`config.mk`:
```
export PLATFORM = sky130hd
export DESIGN_NAME = tvp_ram
export DESIGN_NICKNAME = d
export VERILOG_FILES = /design/src/rtl/tvp_ram.sv
export SDC_FILE = /design/constraint.sdc
export NUM_CORES = 2
export LEC_CHECK = 0
export BUFFER_PORTS_ARGS = -buffer_cell sky130_fd_sc_hd__buf_4
export CAP_MARGIN = 20
export CELL_PAD_IN_SITES_DETAIL_PLACEMENT = 1
export CELL_PAD_IN_SITES_GLOBAL_PLACEMENT = 1
export CORE_MARGIN = 2
export CORE_UTILIZATION = 56
export DETAILED_ROUTE_END_ITERATION = 12
export GPL_TIMING_DRIVEN = 0
export PLACE_DENSITY_LB_ADDON = 0.1
export SETUP_SLACK_MARGIN = 0.15
export SLEW_MARGIN = 20
export SYNTH_ARGS = -nofsm -noshare
export SYNTH_HDL_FRONTEND = slang
export SYNTH_SLANG_ARGS = --single-unit
export TNS_END_PERCENT = 1
```
`constraint.sdc`:
```
create_clock -name clk_i -period 3.52 [get_ports clk_i]
set_input_delay 0.352 -clock clk_i [delete_from_list [all_inputs] [get_ports clk_i]]
set_output_delay 0.352 -clock clk_i [all_outputs]
set_load 0.03 [all_outputs]
```
`src/rtl/tvp_ram.sv`:
```
module tvp_ram #(
  parameter int unsigned WIDTH = 8,
  parameter int unsigned ADDR_W = 8
) (
  input  logic              clk_i,
  input  logic              en_i,
  input  logic              we_i,
  input  logic [ADDR_W-1:0] addr_i,
  input  logic [WIDTH-1:0]  wdata_i,
  output logic [WIDTH-1:0]  rdata_o
);

  logic [WIDTH-1:0] mem [2**ADDR_W];

  always_ff @(posedge clk_i) begin
    if (en_i) begin
      if (we_i) begin
        mem[addr_i] <= wdata_i;
      end else begin
        rdata_o <= mem[addr_i];
      end
    end
  end

endmodule

```
==> run summary <==
Status = finished clean
Critical path buffers and inverters = 3
Reg clk slew, reported paths = 60 ps
Die area = 143000 µm²
Syn nets = 3545
GRT Total Usage = 0.322
Sequential cell area = 61700 µm²
Hold path endpoint = rdata_o[6]
Register bit total from synthesis = 2056
Clock Tree Buf Depth = 3
Post-synth cell types = 21
Filler cells = 11100
Worst-margin pin slew = 1110 ps
Largest net degree at the start of global routing = 129
Synth top cells by count = edfxtp_1 (2056), mux4_2 (512), nor2_1 (259), a22oi_1 (256), clkbuf_1 (143)
F_max = 0.292 GHz
Synth-to-layout area growth = 13.3%
Initial antenna violation count = 8
Critical Path Sink Type = register
Worst Hold Launch = en_i
Worst path slowest cell = o41ai_1
Worst skew pair latency = 830 ps
Reg-to-reg endpoint = rdata_o[2]
DR pass1 iterations = 5
Postcts setup bufs = 0
Area of all placed cells without fillers = 88800 µm²
Source of the worst register-to-register timing path = mem[175][2]
Worst Skew = 30.7 ps
CTS tree = done
Core area = 139000 µm²
Max FO, Critical Path = 10
Count leader, synth = edfxtp_1
R2R depth = 5
GPL Wtd Cong = 0.940
Final min period = 3430 ps
Min-delay worst type = in2reg
Ys async rst share = 0
WL per Instance = 38.6 µm
Detailed Route Iter0 Violations = 5290
DP HPWL = 150 mm
Overall routed net length = 225 mm
Required time worst endpoint = 4050 ps
Critical Path AT = 3960 ps
Synth Flop Type = edfxtp_1
Final Hold Violating Endpoints = 0
FP Rows = 137
Initial core utilization = 0.563
Area of the multi-input gates = 16000 µm²
# IOs = 27
Final #Nets = 3813
Sink Count = 2056
Critical path's largest stage delay = 970 ps
Worst Setup Start Kind = input port
Final setup vio count = 0
Post-synth top area share = 0.788
Cell family with most CP delay = buffers and inverters
Num CTS Buffers = 202
Final ANT Viol Nets = 0
Die Span Y = 378 µm
Hold Path Stages = 2
Sequential share of the synthesized area = 0.788
Area of placed instances = 81800 µm²
Max cap viols = 0
Residual DRC count = 0
Grt ovf = 0
Max IR drop VDD = 512 µV
Unrepaired setup endpoints after global routing = true
Yosys warning count = 0
Root buf cell = clkbuf_16
PortBufs = 24
Max-Slew Margin vs Limit = 0.262
Cell area power density = 572 nW/µm²
Tcrit/Tclk final = 0.974
Mapped Area = 78400 µm²
Via-to-Cell Ratio = 6.78
Mapped Cells = 3526
Worst path cell trace = buf_2, clkbuf_2, buf_1, mux4_2, a22oi_1, a21oi_1, o41ai_1, nand4_1
Die W = 378 µm
Avg Inst Size Synth = 22.2 µm²
Setup TNS Final = 0 ps
Layout cells sized above 1 = 0.270
Leakage = 27.0 nW
Vias in the first global route = 41000
Synth top area cells = edfxtp_1 (79%), mux4_2 (15%), a22oi_1 (2.5%)
DR vias = 39600
H-tree depth reported by CTS = 4
Slew Limit Fails = 0
Setup CP Type = in2reg
EDFF count, synth = 2056
Reg2reg setup slack = 600 ps
Area leader, netlist = edfxtp_1
First-pass GRT wire length = 316 mm
-- worst register-to-register path, cell delays in order (launching register included) --
cell and delay (ps):
edfxtp_1 380, mux4_2 520, a22oi_1 470, a21oi_1 230
o41ai_2 860, nand4_1 150
-- stage by stage --
step	std cells	setup slack, ps	hold slack [ps]	total power, mW	utilization
6_report	5840	91.7	130	50.8	0.638
5_1_grt	5837	103	115	51.9	0.638
4_1_cts	5836	-60.6	80.6	50.9	0.637
3_5_place_dp	5458	-1530	581	29.9	0.588
3_3_place_gp	5426	-2400	967	29.8	0.581
2_1_floorplan	3526	873	451	28.7	-
-- cell usage in the layout, fill, tap and decap left out, types with 26 or more instances in the layout --
cell type / count
clkbuf_16: 212
buf_2: 41
clkinv_1: 53
clkinv_2: 32
buf_4: 27
edfxtp_1: 2056
nor2_1: 151
a22oi_1: 256
nor2_2: 108
o41ai_1: 26
a21oi_1: 126
clkbuf_2: 29
clkbuf_1: 156
mux4_2: 512
-- worst max-delay path by stage --
| stage | startpoint | end | slack, ps | cells past startpoint |
|---|---|---|---|---|
| CTS | addr_i[2] | mem[228][4] | -60 | 9 |
| floorplan | addr_i[0] | mem[117][0] | 870 | 8 |
| global placement | addr_i[3] | mem[127][7] | -2400 | 8 |
| finish | addr_i[1] | rdata_o[3] | 90 | 8 |
| global route | addr_i[0] | mem[255][3] | 100 | 9 |
| detailed placement | addr_i[3] | mem[124][1] | -1530 | 9 |
-- cell type report --
| type | count | share of cell area |
|---|---|---|
| multi-input cells | 1245 | 0.181 |
| flip-flops and latches | 2056 | 0.695 |
| diodes | 4 | 0.000113 |
| clock buffers | 258 | 0.0617 |
| plain buffers | 224 | 0.0119 |
| repair buffers | 65 | 0.0129 |
| clock inverters | 112 | 0.0115 |
| well taps | 1876 | 0.0264 |
-- state kept, by name (all words and copies together) (netlist names) --
register / count
mem: 2048
rdata_o: 8
-- cells by family (layout without fill, tap and decap cells) --
group	count (synthesis)	in the layout	share of synthesized area
buf+inv	225	659	0.0128
flops	2056	2056	0.788
mux	512	512	0.147
simple gates	317	317	0.0161
compound gates	416	416	0.0363
other cells	0	4	0
-- per-layer routing --
metal,up-vias,share of wire,GRT usage
li1,15600,-,-
met1,21300,0.38,0.448
met2,2269,0.47,0.497
met3,454,0.095,0.0697
met4,4,0.051,0.148
met5,-,0.00013,0
-- repair_timing --
item | 4_1_cts | 5_1_grt
setup endpoints to repair | 1422 | 923
endpoints found under the hold margin | 299 | 0
pin swaps | 0 | 0
hold buffers | 9 | 0
gates resized for setup | 97 | 63
-- power breakdown --
group | switching, mW | internal [mW] | total, mW
sequential | 0.0180 | 27.0 | 27.0
clock | 9.05 | 12.3 | 21.4
combinational | 1.67 | 0.804 | 2.47
(Power assumes the default switching activity.)
