==> config.mk <==
export PLATFORM = sky130hd
export DESIGN_NAME = tvp_hash
export DESIGN_NICKNAME = d
export VERILOG_FILES = /design/src/rtl/tvp_pkg.sv /design/src/rtl/tvp_hash.sv
export SDC_FILE = /design/constraint.sdc
export NUM_CORES = 1
export LEC_CHECK = 0
export BUFFER_PORTS_ARGS = -buffer_cell sky130_fd_sc_hd__buf_2
export CAP_MARGIN = 30
export CORE_MARGIN = 10
export CORE_UTILIZATION = 21
export DETAILED_ROUTE_END_ITERATION = 10
export PLACE_DENSITY = 0.95
export SLEW_MARGIN = 20
export SYNTH_ARGS = -nofsm -noshare
export SYNTH_HDL_FRONTEND = slang
export SYNTH_SLANG_ARGS = --single-unit
==> constraint.sdc <==
create_clock -name vclk -period 1.6
set_input_delay 0 -clock vclk [all_inputs]
set_output_delay 0 -clock vclk [all_outputs]
set_load 0.005 [all_outputs]
==> src/rtl/tvp_pkg.sv <==
package tvp_pkg;

  localparam int unsigned N_TAGGED_DEF          = 4;
  localparam int unsigned BASE_INDEX_BITS_DEF   = 10;
  localparam int unsigned TAGGED_INDEX_BITS_DEF = 8;
  localparam int unsigned TAG_WIDTH_DEF         = 8;
  localparam int unsigned CHECKPOINTS_DEF       = 32;

  localparam int unsigned REQ_W  = 3;
  localparam int unsigned XLEN   = 64;
  localparam int unsigned CONF_W = 4;
  localparam int unsigned PROV_W = 3;
  localparam int unsigned SLOT_W = 5;
  localparam int unsigned HLEN_W = 12;
  localparam int unsigned CFG_IDX_W = 1;

  localparam logic [REQ_W-1:0] REQ_PREDICT  = 3'd0;
  localparam logic [REQ_W-1:0] REQ_TRAIN    = 3'd1;
  localparam logic [REQ_W-1:0] REQ_CKPT     = 3'd2;
  localparam logic [REQ_W-1:0] REQ_RESTORE  = 3'd3;
  localparam logic [REQ_W-1:0] REQ_CLEAR    = 3'd4;

  localparam logic [CFG_IDX_W-1:0] CFG_CONF_LIMIT = 1'b0;
  localparam logic [CFG_IDX_W-1:0] CFG_MIN_HIST   = 1'b1;

  localparam logic [CONF_W-1:0] CONF_LIMIT_RST = 4'd3;
  localparam logic [CONF_W-1:0] MIN_HIST_RST   = 4'd2;

  localparam logic [PROV_W-1:0] PROV_NONE = 3'b111;

endpackage

==> src/rtl/tvp_hash.sv <==
module tvp_hash import tvp_pkg::*; #(
  parameter int unsigned TABLE = 0,
  parameter int unsigned TAGGED_INDEX_BITS = TAGGED_INDEX_BITS_DEF,
  parameter int unsigned TAG_WIDTH = TAG_WIDTH_DEF
) (
  input  logic [XLEN-1:0]              pc_i,
  input  logic [XLEN-1:0]              hist_i,
  input  logic [CONF_W-1:0]            min_len_i,
  output logic [TAGGED_INDEX_BITS-1:0] idx_o,
  output logic [TAG_WIDTH-1:0]         tag_o
);

  logic [HLEN_W-1:0]            len;
  logic [XLEN-1:0]              hm;
  logic [TAGGED_INDEX_BITS-1:0] fi;
  logic [TAG_WIDTH-1:0]         ft;

  assign len = HLEN_W'(min_len_i) << TABLE;

  // history masked to this table's length, then folded
  always_comb begin
    fi = '0;
    ft = '0;
    for (int i = 0; i < XLEN; i++) begin
      hm[i] = hist_i[i] & (len > HLEN_W'(i));
    end
    for (int i = 0; i < XLEN; i++) begin
      fi[i % TAGGED_INDEX_BITS] = fi[i % TAGGED_INDEX_BITS] ^ hm[i];
      ft[i % TAG_WIDTH] = ft[i % TAG_WIDTH] ^ hm[i];
    end
  end

  assign idx_o = pc_i[2 +: TAGGED_INDEX_BITS] ^ fi;
  assign tag_o = pc_i[2 + TAGGED_INDEX_BITS +: TAG_WIDTH] ^ ft;

endmodule

==> results.toml <==
[place]
globalplace.congestion = 0.7616
place_inst = 135
place_area_sq_um = 708.2
hpwl_um = 1624
io_buffer_count = 51
post-place-ws_ns = 0.5284

[logic_synthesis]
syn_inst = 61
synth.avg_cell_area_sq_um = 7.610
yosysUniqueCellTypes = 23
synth_nets = 193
ys_seq_area_share_pct = 0
synth_warnings = 0
syn_area_sq_um = 464.2

[global_route]
antenna_found_initial = 0
grt_pass1_wl_um = 2677
grt_max_degree = 23
overflow = 0
grt_use_total_pct = 7.236
grt_pass1_vias = 615

[timing]
slew-limit-headroom_pct = 73.90
tightest_slew_ns = 0.3915
finalHoldViolCount = 0
fmax_mhz = 934.6
final.min_clock_period_ns = 1.070
setup_tns_ns = 0
holdWs_ns = 0.2549
setup_viol = 0
finalCritPeriodShare_pct = 66.87
setup_slack_ns = 0.5301
rsz0062_at_grt = "false"
finalMaxSlewViolations = 0

[power]
seqPwrFrac_pct = 0
pwr_density_cell_mw_per_mm2 = 332.1
switchingPower_mw = 0.1110
pwr-share-comb_pct = 100.0
p_int_mw = 0.1243
p_total_mw = 0.2352
sw_frac_of_total_pct = 47.17
leakage_nw = 0.3237
clock_power_share_pct = 0
max-vdd-ir-drop_mv = 0.1317

[worst_setup_path]
cp-start-kind = "input pin"
critPathLaunch = "min_len_i[3]"
critPathMaxFanout = 22
critPathKind = "input pin to output port"
setup.worst_path.end_class = "output port"
worstPathArrival_ns = 1.07
required_ns = 1.60

[worst_hold_path]
hp-start = "pc_i[5]"
min_path_type = "input pin to output port"
min_path_cells = 3

[clocking]
post_cts_resized = 0
postCtsSetupRepairBufs = 0
ctsHoldBuffers = 0

[cells_and_area]
instances_no_fill = 135
nets = 242
antenna_cells = 0
fillers = 239
fin_util_pct = 35.02
area_growth_pct = 52.56
clkbuf_count = 0
most-common-layout-cells = "51 x buf_2, 14 x xnor2_1, 6 x nand3b_1"
seqCellArea_sq_um = 0
layout_commonest_cell = "buf_2"
drive_gt1_share_pct = 53.70
fin_area_sq_um = 708.2
seq_cells = 0

[floorplan]
core_sq_mm = 0.002022
placementRows = 16
floorplan.die_area_sq_mm = 0.004491
die_x_um = 67.02
pin_count = 148
initial_core_util_pct = 22.96
die_y_um = 67.02

[routing]
wire_per_inst_um = 13.20
drt-total-wl_um = 1782
post-route-drc-count = 0
drt_pass1_iterations = 4
via_per_inst = 4.459
antenna_left = 0
vias = 602
drt_iter0_drc = 37

[run_status]
status = "finished clean"

[run]
max_cap_viol_count = 0
worst paths after layout:
| path | end | slack, ns |
|---|---|---|
| setup / recovery | tag_o[4] | 0.53 |
| hold / removal | idx_o[3] | 0.25 |
cell type report:
type	count	area (sq um)	area share [%]
timing repair buffer	51	255.2	36.04
tap	27	33.78	4.770
inverter	2	7.507	1.060
multi-input combinational	55	411.6	58.13
synth_stat cells:
cell type  instances  area [sq um]
a21oi_2            1         8.760
buf_4              1         7.510
inv_1              2         7.510
nand4b_1           1         8.760
a31oi_1            2         12.51
o22ai_1            1         6.260
buf_6              2         22.52
nand3_1            3         15.01
o21ai_0            3         15.01
buf_8              1         15.01
xor2_1             2         17.52
nand3b_1           6         45.04
a21o_2             1         8.760
nand2b_1           5         31.28
a32oi_2            1         16.27
a31oi_2            4         50.05
nand4_1            1         6.260
o21ai_1            1         5.000
nor3_1             1         5.000
nand2_1            4         15.01
xnor2_1           14         122.6
a21oi_1            3         15.01
o211ai_1           1         7.510
kinds of logic after synthesis:
kind of cell	after synthesis	share of synthesized area [%]
XOR/XNOR	16	30.19
AND/OR/NAND/NOR	21	27.22
AO/OA/AOI/OAI	18	31.27
buffers and inverters	6	11.32
power groups by stage:
stage          logic [mW]  registers (mW)  clock network, mW
4_1_cts             0.241               0                  0
3_3_place_gp        0.236               0                  0
5_1_grt             0.264               0                  0
2_1_floorplan       0.127               0                  0
3_5_place_dp        0.240               0                  0
6_report            0.235               0                  0
routing by layer:
layer,vias up,global-route usage (%),routed length [um],part of all wire [%]
li1,317,-,-,-
met1,247,7.728,706,40
met2,38,10.78,665,37
met3,0,7.023,410,23
met4,0,0,0,0
met5,-,0,0,0
critical path, cell delays in order:
cell	delay [ns]
buf_2	0.33
nand2b_1	0.16
a21oi_1	0.07
a31oi_2	0.20
xnor2_1	0.15
buf_2	0.15
Power figures use the tool's default switching activity.
